`config.mk`:
```
export PLATFORM = sky130hd
export DESIGN_NAME = mi3_queue
export DESIGN_NICKNAME = d
export VERILOG_FILES = /design/src/mi3_pkg.sv /design/src/mi3_queue.sv
export SDC_FILE = /design/constraint.sdc
export NUM_CORES = 1
export LEC_CHECK = 0
export BUFFER_PORTS_ARGS = -buffer_cell sky130_fd_sc_hd__buf_2
export CAP_MARGIN = 10
export CORE_AREA = 2 2 542 544
export DETAILED_ROUTE_END_ITERATION = 7
export DIE_AREA = 0 0 544 546
export GPL_ROUTABILITY_DRIVEN = 0
export RECOVER_POWER = 50
export SLEW_MARGIN = 10
export SYNTH_ARGS = -nofsm -noshare
export SYNTH_HDL_FRONTEND = slang
export SYNTH_SLANG_ARGS = --single-unit
```
`constraint.sdc`:
```
create_clock -name clock -period 20.2 [get_ports clock]
set_input_delay 3.03 -clock clock [delete_from_list [all_inputs] [get_ports clock]]
set_output_delay 3.03 -clock clock [all_outputs]
set_load 0.05 [all_outputs]
```
`src/mi3_pkg.sv`:
```
`default_nettype none
// ============================================================================
// mi3_pkg
// Shared widths, constants and types of the 3x3 matrix inverse unit.
// ============================================================================
package mi3_pkg;

   localparam int ELEM_WIDTH  = 32;
   localparam int FRAC_BITS   = 16;
   localparam int NUM_ELEMS   = 9;

   localparam int PROD_W      = 2 * ELEM_WIDTH;
   localparam int COF_W       = PROD_W + 1;
   localparam int SPLIT_W     = ELEM_WIDTH + 1;
   localparam int PLO_W       = ELEM_WIDTH + SPLIT_W + 1;
   localparam int PHI_W       = ELEM_WIDTH + COF_W - SPLIT_W;
   localparam int DET_W       = 3 * ELEM_WIDTH + 3;
   localparam int QUO_W       = ELEM_WIDTH + 2;
   localparam int NUM_W       = COF_W + 2 * FRAC_BITS + 1;
   localparam int HI_W        = NUM_W - QUO_W;
   localparam int REM_W       = DET_W + 1;

   localparam int FRONT_LAT   = 5;
   localparam int DIV_LAT     = QUO_W + 3;

   localparam int QUEUE_DEPTH = 2;
   localparam int QPTR_W      = $clog2(QUEUE_DEPTH);
   localparam int QCNT_W      = $clog2(QUEUE_DEPTH + 1);

   localparam logic [ELEM_WIDTH-1:0] MAX_ELEM = {1'b0, {(ELEM_WIDTH-1){1'b1}}};
   localparam logic [ELEM_WIDTH-1:0] MIN_ELEM = {1'b1, {(ELEM_WIDTH-1){1'b0}}};
   localparam logic [ELEM_WIDTH-1:0] ONE_ELEM =
      (FRAC_BITS <= ELEM_WIDTH - 2) ? (ELEM_WIDTH'(1) << FRAC_BITS) : MAX_ELEM;

   typedef logic [ELEM_WIDTH-1:0] elem_type;
   typedef elem_type [NUM_ELEMS-1:0] mat_type;
   typedef logic [COF_W-1:0] cof_type;

   typedef struct packed {
      cof_type [NUM_ELEMS-1:0] cof;
      logic [DET_W-1:0]        det;
   } front_res_type;

   typedef struct packed {
      mat_type elem;
      logic    singular;
   } inv_res_type;

   typedef struct packed {
      logic full;
      logic empty;
   } queue_stat_type;

endpackage
`default_nettype wire

```
`src/mi3_queue.sv`:
```
`default_nettype none
// ============================================================================
// mi3_queue
// Short queue between the cofactor front end and the divider back end.
// ============================================================================
module mi3_queue (
   input  logic                    clock,
   input  logic                    reset,
   input  logic                    push,
   input  mi3_pkg::front_res_type  push_data,
   input  logic                    pop,
   output mi3_pkg::front_res_type  pop_data,
   output mi3_pkg::queue_stat_type stat
);
   import mi3_pkg::*;

   front_res_type     mem_ff [QUEUE_DEPTH];
   logic [QPTR_W-1:0] wr_ff, wr_in, rd_ff, rd_in;
   logic [QCNT_W-1:0] cnt_ff, cnt_in;
   logic              do_push, do_pop;

   assign stat.full  = (cnt_ff == QCNT_W'(QUEUE_DEPTH));
   assign stat.empty = (cnt_ff == '0);
   assign do_push    = push && !stat.full;
   assign do_pop     = pop && !stat.empty;
   assign pop_data   = mem_ff[rd_ff];

   always_comb begin
      wr_in  = wr_ff;
      rd_in  = rd_ff;
      cnt_in = cnt_ff + QCNT_W'(do_push) - QCNT_W'(do_pop);
      if (do_push) begin
         wr_in = (wr_ff == QPTR_W'(QUEUE_DEPTH - 1)) ? '0 : wr_ff + 1'b1;
      end
      if (do_pop) begin
         rd_in = (rd_ff == QPTR_W'(QUEUE_DEPTH - 1)) ? '0 : rd_ff + 1'b1;
      end
   end

   always_ff @(posedge clock) begin
      if (reset) begin
         wr_ff  <= '0;
         rd_ff  <= '0;
         cnt_ff <= '0;
      end else begin
         wr_ff  <= wr_in;
         rd_ff  <= rd_in;
         cnt_ff <= cnt_in;
      end
   end

   always_ff @(posedge clock) begin
      if (do_push) begin
         mem_ff[wr_ff] <= push_data;
      end
   end

endmodule
`default_nettype wire

```
==> results of run 1 <==
## cells in the mapped netlist (2+ instances only)
| library cell | n |
|---|---|
| buf_2 | 2 |
| buf_6 | 44 |
| clkbuf_8 | 30 |
| dfxtp_1 | 5 |
| edfxtp_1 | 1368 |
| ha_1 | 2 |
| inv_1 | 4 |
| mux2_2 | 684 |
| nor2_1 | 4 |
## power breakdown
| part | switching [mW] | internal, mW |
|---|---|---|
| Combinational | 2.77 | 0.887 |
| Clock | 1.14 | 1.57 |
| Sequential | 0.115 | 3.65 |
| Total | 4.03 | 6.12 |
## stage by stage
stage | instances | hold slack [ns] | setup WS [ns] | utilization, %
after global placement | 7392 | 0.477 | 12.48 | 20.9
after CTS | 7661 | 0.520 | 11.58 | 22.6
after global routing | 7670 | 0.538 | 6.73 | 22.4
after detailed placement | 7392 | 0.493 | 12.39 | 20.9
final | 7706 | 0.513 | 7.49 | 22.4
after floorplan | 2155 | 0.452 | 0.499 | -
## sequential cells by signal, summed over array words and instances (netlist names), named ones only
| name | count |
|---|---|
| wr_ff | 1 |
| mem_ff | 1368 |
| rd_ff | 1 |
| cnt_ff | 2 |
## metal layers
metal	wire length, µm	vias up	track usage, %
met1	63300	13772	12.3
met5	817	-	0
li1	-	11669	-
met4	7970	126	4.54
met3	25700	456	6.65
met2	78200	1590	17.6
## worst paths after layout
kind	startpoint	to
worst max-delay path	push	mem_ff[1][205]
worst min-delay path	wr_ff	wr_ff
worst max register to register	cnt_ff[0]	mem_ff[1][205]
worst min register to register	wr_ff	wr_ff
## layout make-up
cell class                 instances  area (µm²)
antenna                           45         113
fill                           30636      227000
multi-input combinational        702        7820
sequential                      1373       41200
clock buffer                     186        4010
inverter                           4        16.3
clock inverter                    83         843
tap                             3919        4900
timing repair buffer            1394        6580
## worst register-to-register path, stage by stage (launching register included)
cell and delay [ns]:
dfxtp_1 0.38, nand2b_1 0.16, and3_1 1.78, clkbuf_1 5.59, buf_4 1.58, buf_12 0.58
## cells by family after synthesis
group,synth area share (%)
AOI/OAI and AO/OA,0.0351
adders and majority gates,0.0501
and+or+nand+nor,0.110
xor gates and xnor gates,0.0351
muxes,15.4
DFF,82.5
buffers and inverters,1.87
==> results.py, run 1 <==
metrics = {
    "finish": {
        "most-common-layout-cells": "1,368 x edfxtp_1, 941 x buf_2, 684 x mux2_2",
        "drive_above_1_share_pct": 49.8,
        "syn2layout_area_growth_pct": 31.1,
        "layout.cells.most_common": "edfxtp_1",
        "final_design_area_no_fill_mm2": 0.0655,
        "net_count_reported_at_finish": 4317,
    },
    "floorplan": {
        "die_area_mm2": 0.297,
        "fp.dieW_um": 544,
        "io_count": 1374,
        "fp.coreArea_mm2": 0.292,
        "fp-row-count": 199,
        "die-height_um": 546,
        "starting_density_of_the_core_pct": 17.1,
    },
    "setup_path": {
        "critical_path.top_delay_family": "buffers and inverters",
        "r2r_slack_ns": 9.33,
        "worst-path-buf-inv": 4,
        "crit_path_cell_trace": "clkbuf_1, and3_1, clkbuf_1, buf_4, buf_12",
        "critPathRequiredTime_ns": 20.59,
        "r2r.worst_path.cells": 5,
        "critPathMostFrequentCell": "clkbuf_1",
        "crit_path_start_kind": "input pin",
        "worst-endpoint-arrival_ns": 13.11,
        "cp_slowest_stage_delay_ns": 5.56,
        "cp.depth": 5,
        "worstSetupEndpointType": "flip-flop",
        "crit_path_class": "input pin to flip-flop",
        "worst_path_fanout_max": 143,
        "worst_path_max_delay_cell": "clkbuf_1",
    },
    "clock_tree": {
        "cts_setup_buffers": 0,
        "clock_pin_slew_on_the_worst_setup_and_hold_paths_ns": 0.06,
        "numClockSinks": 1373,
        "resized_gates_after_cts": 0,
        "cts_tree": "built",
        "cts_hold_buf": 0,
        "ctsHtreeMaxLevel": 4,
        "clk_path_buf_depth": 4,
        "clk-insertion-delay-late_ns": 0.80,
        "number_of_cts_inserted_buffers": 152,
        "clock_tree.root_cell": "clkbuf_16",
    },
    "logic_synthesis": {
        "yosysTopAreaCellShare_pct": 82.3,
        "synthesis.area_per_instance_um2": 23.2,
        "syn-instance-count": 2155,
        "share_of_synthesized_flip_flops_with_an_asynchronous_set_or_reset_pct": 0,
        "synth-edff-count": 1368,
        "ys_warn_count": 0,
        "dominantRegCellSynth": "edfxtp_1",
        "synth.cell_area_mm2": 0.0499,
        "synth_top_area_cell": "edfxtp_1",
        "total_of_flip_flops_plus_latches_after_synthesis": 1373,
        "synth_top_cells_by_area": "edfxtp_1 82%, mux2_2 15%, buf_6 0.99%",
        "synth_seq_area_share_pct": 82.5,
        "syn-num-nets": 2845,
        "ys_types": 21,
    },
    "detailed_routing": {
        "wire_per_inst_um": 22.8,
        "number_of_vias_per_cell_after_detailed_routing": 3.58,
        "antenna_violating_nets_post_route": 0,
        "detail_route.drc_violations": 0,
        "drtIter0Drc": 2261,
        "num_vias": 27613,
        "detailedRoute.firstPassIterationCount": 5,
        "wl_mm": 176,
    },
    "sta": {
        "setup_tns_ns": 0,
        "period_needed_ns": 12.71,
        "rsz0062_at_grt": "false",
        "maxClockFrequency_mhz": 78.6,
        "hold_viol": 0,
        "worst-slew-pin-transition_ns": 8.00,
        "slew_headroom_pct": -433,
        "fin_crit_sh_pct": 62.9,
        "timing.final.setup_violations": 0,
        "largest_clock_skew_in_the_final_design_ns": 0.0440,
        "timing.final.max_slew_violations": 368,
    },
    "power_and_ir_drop": {
        "p_per_area_mw_per_mm2": 155,
        "power_mw": 10.1,
        "power.ir.vdd_worst_mv": 0.120,
        "leakage_nw": 22.1,
    },
    "global_route": {
        "wire_length_of_the_first_global_routing_pass_mm": 231,
        "grt_pass1_vias": 28006,
        "antenna_found_initial": 158,
        "global_route.overflow_total": 0,
        "largest_net_degree_at_the_start_of_global_routing": 151,
        "gr-usage-all-layers_pct": 11.2,
    },
    "job": {
        "max_cap_viol_count": 5,
    },
    "outcome": {
        "run_status": "finished, violations left",
        "violated_checks": "capacitance limit, slew limit",
    },
    "worst_hold_path": {
        "hold_path_depth": 2,
        "min-delay-path-class": "flip-flop to flip-flop",
    },
    "placement": {
        "dp_hpwl_mm": 137,
        "dpl-instance-area_mm2": 0.0611,
        "placement.io_buffers": 1373,
    },
}
Note: power is estimated with default switching activity, not from simulation.
==> run 2, diff against run 1 <==
- ABC_AREA: default -> 1
- clock period: 20.2 -> 11.92 ns (I/O delays scaled with it)
==> run 2 against run 1 <==
The flow still finishes with violations (capacitance limit, slew limit). Total power up 61%. Final cell count grew 0.52%. Count of clock-buffer cells in the layout increased by 6. Setup slack worse by 3.4 ns. Combinational power increased by 49%. Final area grew 0.20%. Non-clock buffer count increased by 2. Via count grew 0.71%. First-iteration DRC count shrank 7.0%. Clock power up 68%.
==> results.py, run 2 <==
metrics = {
    "logic_synthesis": {
        "syn-num-nets": 2857,
        "synth_top_area_cell": "edfxtp_1",
        "synth.cell_area_mm2": 0.0500,
        "post_synth_fa_ha_maj_area_fraction_pct": 0.0501,
        "synth_seq_area_share_pct": 82.4,
        "ys_warn_count": 0,
        "muxShareOfSynthArea_pct": 15.4,
        "synth_compound_area_share_pct": 0.0200,
        "total_of_flip_flops_plus_latches_after_synthesis": 1373,
        "synth.cells.most_frequent": "1,368 x edfxtp_1, 684 x mux2_2, 44 x buf_6",
        "post_synth_xor_area_fraction_pct": 0,
        "synth-edff-count": 1368,
        "syn-instance-count": 2167,
        "dominantRegCellSynth": "edfxtp_1",
        "synthesis.area_per_instance_um2": 23.1,
        "synth_top_cells_by_area": "edfxtp_1 82%, mux2_2 15%, buf_6 0.99%",
        "share_of_synthesized_flip_flops_with_an_asynchronous_set_or_reset_pct": 0,
        "main_combinational_cell_family_by_area_after_synthesis": "multiplexers",
        "yosysTopAreaCellShare_pct": 82.2,
        "ys_types": 12,
        "post_synth_and_or_nand_nor_area_fraction_pct": 0.158,
        "synth.most_common_cell": "edfxtp_1",
    },
    "power_and_ir_drop": {
        "p_per_area_mw_per_mm2": 249,
        "netSwitchingFraction_pct": 38.5,
        "internal_power_component_mw": 10.0,
        "clock_power_share_pct": 27.9,
        "switchingPower_mw": 6.29,
        "power.ir.vdd_worst_mv": 0.162,
        "p_comb_share_pct": 33.5,
        "share_seq_of_total_power_pct": 38.6,
        "leakage_nw": 22.2,
    },
    "detailed_routing": {
        "detailedRoute.firstPassIterationCount": 5,
        "num_vias": 27808,
        "number_of_vias_per_cell_after_detailed_routing": 3.59,
        "wire_per_inst_um": 23.6,
        "drtIter0Drc": 2102,
        "antenna_violating_nets_post_route": 0,
        "wl_mm": 183,
        "detail_route.drc_violations": 0,
    },
    "clock_tree": {
        "resized_gates_after_cts": 0,
        "cts_setup_buffers": 0,
        "clock_tree.root_cell": "clkbuf_16",
        "clock_pin_slew_on_the_worst_setup_and_hold_paths_ns": 0.06,
        "numClockSinks": 1373,
        "cts_tree": "built",
        "clk-insertion-delay-late_ns": 0.82,
        "clk_path_buf_depth": 4,
        "number_of_cts_inserted_buffers": 157,
        "cts_hold_buf": 0,
        "ctsHtreeMaxLevel": 4,
    },
    "sta": {
        "worst-slew-pin-transition_ns": 6.18,
        "maxClockFrequency_mhz": 127,
        "largest_clock_skew_in_the_final_design_ns": 0.0233,
        "rsz0062_at_grt": "false",
        "hold_viol": 0,
        "fin_crit_sh_pct": 65.9,
        "timing.final.setup_violations": 0,
        "period_needed_ns": 7.86,
        "timing.final.max_slew_violations": 276,
        "final_critical_path_setup_slack_ns": 4.06,
        "slew_headroom_pct": -312,
    },
    "finish": {
        "layout.area.seq_mm2": 0.0412,
        "most-common-layout-cells": "1,368 x edfxtp_1, 951 x buf_2, 684 x mux2_2",
        "largest_reg_flops": 1368,
        "syn2layout_area_growth_pct": 31.3,
        "final_design_area_no_fill_mm2": 0.0656,
        "n_fill_cell": 30586,
        "biggestRegsByFlops": "mem_ff: 1368 flops, cnt_ff: 2 flops",
        "drive_above_1_share_pct": 49.7,
        "area_of_combinational_cells_with_multiple_inputs_mm2": 0.00783,
        "net_count_reported_at_finish": 4336,
        "largest-register": "mem_ff",
        "final_cell_count_no_fill": 7746,
        "layout.cells.most_common": "edfxtp_1",
    },
    "floorplan": {
        "die_area_mm2": 0.297,
        "starting_density_of_the_core_pct": 17.1,
        "fp.coreArea_mm2": 0.292,
        "fp-row-count": 199,
        "fp.dieW_um": 544,
        "io_count": 1374,
        "die-height_um": 546,
    },
    "placement": {
        "dpl.cell_count": 7406,
        "placement.io_buffers": 1373,
        "placement.setup.worst_slack_ns": 6.90,
        "dp_hpwl_mm": 143,
        "dpl-instance-area_mm2": 0.0612,
    },
    "setup_path": {
        "r2r.worst_path.cells": 6,
        "crit-reg2reg-launch": "cnt_ff[0]",
        "rr_endpoint": "mem_ff[0][451]",
        "crit_path_start_kind": "input pin",
        "worst_path_fanout_max": 122,
        "r2r_slack_ns": 4.66,
        "critPathRequiredTime_ns": 12.36,
        "worstSetupEndpointType": "flip-flop",
        "crit_path_class": "input pin to flip-flop",
        "worst-endpoint-arrival_ns": 8.30,
    },
    "outcome": {
        "violated_checks": "capacitance limit, slew limit",
        "run_status": "finished, violations left",
    },
    "global_route": {
        "gr-usage-all-layers_pct": 11.7,
        "grt-busiest-layer": "met2",
        "grtUsageMet3_pct": 6.94,
        "wire_length_of_the_first_global_routing_pass_mm": 238,
        "antenna_found_initial": 178,
        "global_route.overflow_total": 0,
        "gr-usage-met2_pct": 18.2,
        "grt_pass1_vias": 27933,
        "largest_net_degree_at_the_start_of_global_routing": 175,
        "use_met1_pct": 12.8,
    },
    "worst_hold_path": {
        "hold_path_depth": 2,
        "min-delay-path-class": "flip-flop to flip-flop",
        "whs_endpoint": "rd_ff",
        "holdCritStartpoint": "rd_ff",
    },
    "job": {
        "max_cap_viol_count": 5,
    },
}
==> run 2: changes by cell type after synthesis, sizes merged, moves of 3 or more <==
cell	previous run	this run
nand2	1	8
inv	4	10
nor2	4	9
nand3	0	3
==> run 2: per-layer routing <==
metal	share of wire, %	wire [µm]	vias up
li1	-	-	11761
met1	36	65800	13887
met2	45	81500	1596
met3	15	26800	458
met4	4.3	7870	106
met5	0.39	712	-
==> run 2: power by group through the flow <==
stage / Combinational, mW / Sequential (mW) / Clock (mW)
after global placement: 5.55 / 6.36 / 0
after global routing: 5.69 / 6.37 / 4.88
after detailed placement: 5.56 / 6.38 / 0
after floorplan: 4.09 / 6.62 / 0
final: 5.47 / 6.30 / 4.56
after CTS: 5.58 / 6.29 / 4.70
==> run 2: cell families (layout without fill, tap and decap cells) <==
| kind of cell | Yosys count | after routing |
|---|---|---|
| buf+inv | 86 | 1684 |
| fa+ha+maj | 2 | 2 |
| mux | 684 | 684 |
| simple gates | 20 | 20 |
| compound gates | 2 | 2 |
| other cells | 0 | 62 |
| flops | 1373 | 1373 |
==> run 2: critical path, cell delays in order <==
cell and delay [ns]:
clkbuf_1 0.26, nand2_8 0.07, nor2_1 0.99, clkbuf_1 4.25, buf_12 0.38
==> run 2: how the worst max path moves through the flow <==
stage	startpoint	to	slack [ns]	cells after the start
after floorplan	push	mem_ff[1][0]	-0.63	2
after global placement	push	mem_ff[0][178]	6.98	6
after detailed placement	push	mem_ff[0][498]	6.90	6
after CTS	flip-flop	pop_data[227]	6.16	4
after global routing	push	mem_ff[0][451]	3.65	5
final	push	mem_ff[0][451]	4.06	5
==> run 2: through the flow <==
step                      TNS, ns  power [mW]  utilization, %  hold slack, ns
after floorplan           -732.44        10.7               -           0.467
after global placement          0        11.9            20.9           0.483
after detailed placement        0        11.9            20.9           0.516
after CTS                       0        16.6            22.6           0.531
after global routing            0        16.9            22.4           0.572
final                           0        16.3            22.5           0.523
==> run 2: area by class of cell <==
class	count	share of cell area [%]
tap	3919	7.48
clock buffer	192	6.30
sequential	1373	62.8
clock inverter	86	1.08
inverter	10	0.0629
timing repair buffer	1396	10.1
antenna	62	0.237
multi-input combinational	708	11.9
==> run 3, diff against run 2 <==
- clock period: 11.92 -> 7 ns (I/O delays scaled with it)
==> run 3 against run 2 <==
The run still ends with capacitance limit, slew limit left. Final area grew 0.43%. First-iteration DRC count shrank 5.1%. Core utilization grew 0.097 points. Count of clock-buffer cells in the layout shrank 8. Global-route usage grew 0.26 points. Sequential share of layout area shrank 0.27 points. Total power grew 72%. Critical path type is now flip-flop to flip-flop. Largest cell class unchanged.
==> results.py, run 3 (synthesis results as in run 2) <==
metrics = {
    "finish": {
        "layout.cells.most_common": "edfxtp_1",
        "largest-register": "mem_ff",
        "final_cell_count_no_fill": 7764,
        "net_count_reported_at_finish": 4351,
        "n_fill_cell": 30595,
        "largest_reg_flops": 1368,
        "most-common-layout-cells": "1,368 x edfxtp_1, 962 x buf_2, 684 x mux2_2",
        "biggestRegsByFlops": "mem_ff: 1368 flops, cnt_ff: 2 flops",
        "drive_above_1_share_pct": 50.0,
        "final_design_area_no_fill_mm2": 0.0659,
        "syn2layout_area_growth_pct": 31.9,
        "post-route-util_pct": 22.6,
    },
    "worst_hold_path": {
        "min-delay-path-class": "input pin to flip-flop",
        "hold_path_depth": 1,
    },
    "power_and_ir_drop": {
        "leakage_nw": 22.3,
        "power.ir.vdd_worst_mv": 0.300,
        "p_per_area_mw_per_mm2": 426,
    },
    "detailed_routing": {
        "detail_route.drc_violations": 0,
        "detailroute.wirelength.met2_mm": 84.2,
        "met3_wirelength_mm": 26.7,
        "wire_per_inst_um": 24.1,
        "antenna_violating_nets_post_route": 0,
        "route.top_layer_used": "met5",
        "drtIter0Drc": 1995,
        "routed_met1_length_mm": 68.5,
        "wl_mm": 187,
        "number_of_vias_per_cell_after_detailed_routing": 3.58,
        "num_vias": 27779,
        "detailedRoute.firstPassIterationCount": 5,
    },
    "sta": {
        "period_needed_ns": 5.03,
        "fin_crit_sh_pct": 71.8,
        "slew_headroom_pct": -143,
        "hold_viol": 0,
        "maxClockFrequency_mhz": 199,
        "timing.final.max_slew_violations": 292,
        "setup_tns_ns": 0,
        "final_critical_path_setup_slack_ns": 1.97,
        "worst-slew-pin-transition_ns": 3.65,
        "largest_clock_skew_in_the_final_design_ns": 0.0488,
        "timing.final.setup_violations": 0,
        "rsz0062_at_grt": "false",
    },
    "global_route": {
        "grt_pass1_vias": 28130,
        "largest_net_degree_at_the_start_of_global_routing": 132,
        "global_route.overflow_total": 0,
        "wire_length_of_the_first_global_routing_pass_mm": 243,
        "gr-usage-all-layers_pct": 11.9,
        "antenna_found_initial": 193,
    },
    "outcome": {
        "violated_checks": "capacitance limit, slew limit",
        "run_status": "finished, violations left",
    },
    "placement": {
        "dpl.cell_count": 7422,
        "placement.io_buffers": 1373,
        "dpl-instance-area_mm2": 0.0613,
        "placement.setup.worst_slack_ns": 3.29,
        "dp_hpwl_mm": 148,
    },
    "floorplan": {
        "fp.dieW_um": 544,
        "fp-row-count": 199,
        "starting_density_of_the_core_pct": 17.1,
        "die_area_mm2": 0.297,
        "io_count": 1374,
        "fp.coreArea_mm2": 0.292,
        "die-height_um": 546,
    },
    "setup_path": {
        "r2r.worst_path.cells": 6,
        "worstSetupEndpointType": "flip-flop",
        "worst_path_fanout_max": 53,
        "crit_path_class": "flip-flop to flip-flop",
        "r2r_slack_ns": 1.97,
        "critPathRequiredTime_ns": 7.43,
        "worst-endpoint-arrival_ns": 5.46,
        "crit_path_start_kind": "flip-flop",
    },
    "clock_tree": {
        "cts_hold_buf": 0,
        "cts_tree": "built",
        "clk-insertion-delay-late_ns": 0.84,
        "clock_pin_slew_on_the_worst_setup_and_hold_paths_ns": 0.06,
        "number_of_cts_inserted_buffers": 156,
        "ctsHtreeMaxLevel": 4,
        "clock_tree.root_cell": "clkbuf_16",
        "resized_gates_after_cts": 0,
        "numClockSinks": 1373,
        "cts_setup_buffers": 0,
        "clk_path_buf_depth": 4,
    },
    "job": {
        "max_cap_viol_count": 6,
    },
}
run 3: critical path: stages (launching register included):
cell and delay [ns]:
dfxtp_1 0.35, inv_1 0.07, nand2_1 0.22, nand2_8 0.06, nor2_1 0.45, clkbuf_1 2.51
buf_4 0.81
run 3: routing by layer:
| layer | up-vias | track usage (%) |
|---|---|---|
| met5 | - | 0 |
| met4 | 112 | 4.07 |
| met3 | 473 | 6.62 |
| met2 | 1627 | 19.1 |
| met1 | 13775 | 13.4 |
| li1 | 11792 | - |
run 3: cell type report:
class                      instances  area (µm²)  share of cell area, %
sequential                      1373       41200                   62.5
multi-input combinational        708        7830                   11.9
timing repair buffer            1412        6770                   10.3
tap                             3919        4900                   7.44
clock buffer                     184        4010                   6.09
clock inverter                    89         963                   1.46
antenna                           69         173                  0.262
inverter                          10        38.8                 0.0589
run 3: path summary, 6_finish.rpt:
check,from,end
max,cnt_ff[0],mem_ff[0][45]
min,push_data[159],mem_ff[1][159]
max reg2reg,cnt_ff[0],mem_ff[0][45]
min reg2reg,wr_ff,wr_ff
run 3: stage by stage:
step	power (mW)	hold WS, ns
after floorplan	18.2	0.467
after global placement	20.2	0.481
after detailed placement	20.3	0.516
after CTS	28.4	0.293
after global routing	29.0	0.325
final	28.1	0.403
run 3: where the power goes:
group          leakage [nW]  internal, mW  switching, mW
Sequential             12.8          10.5          0.291
Combinational          7.08          2.23           7.05
Clock                  2.41          4.60           3.44
Total                  22.3          17.3           10.8
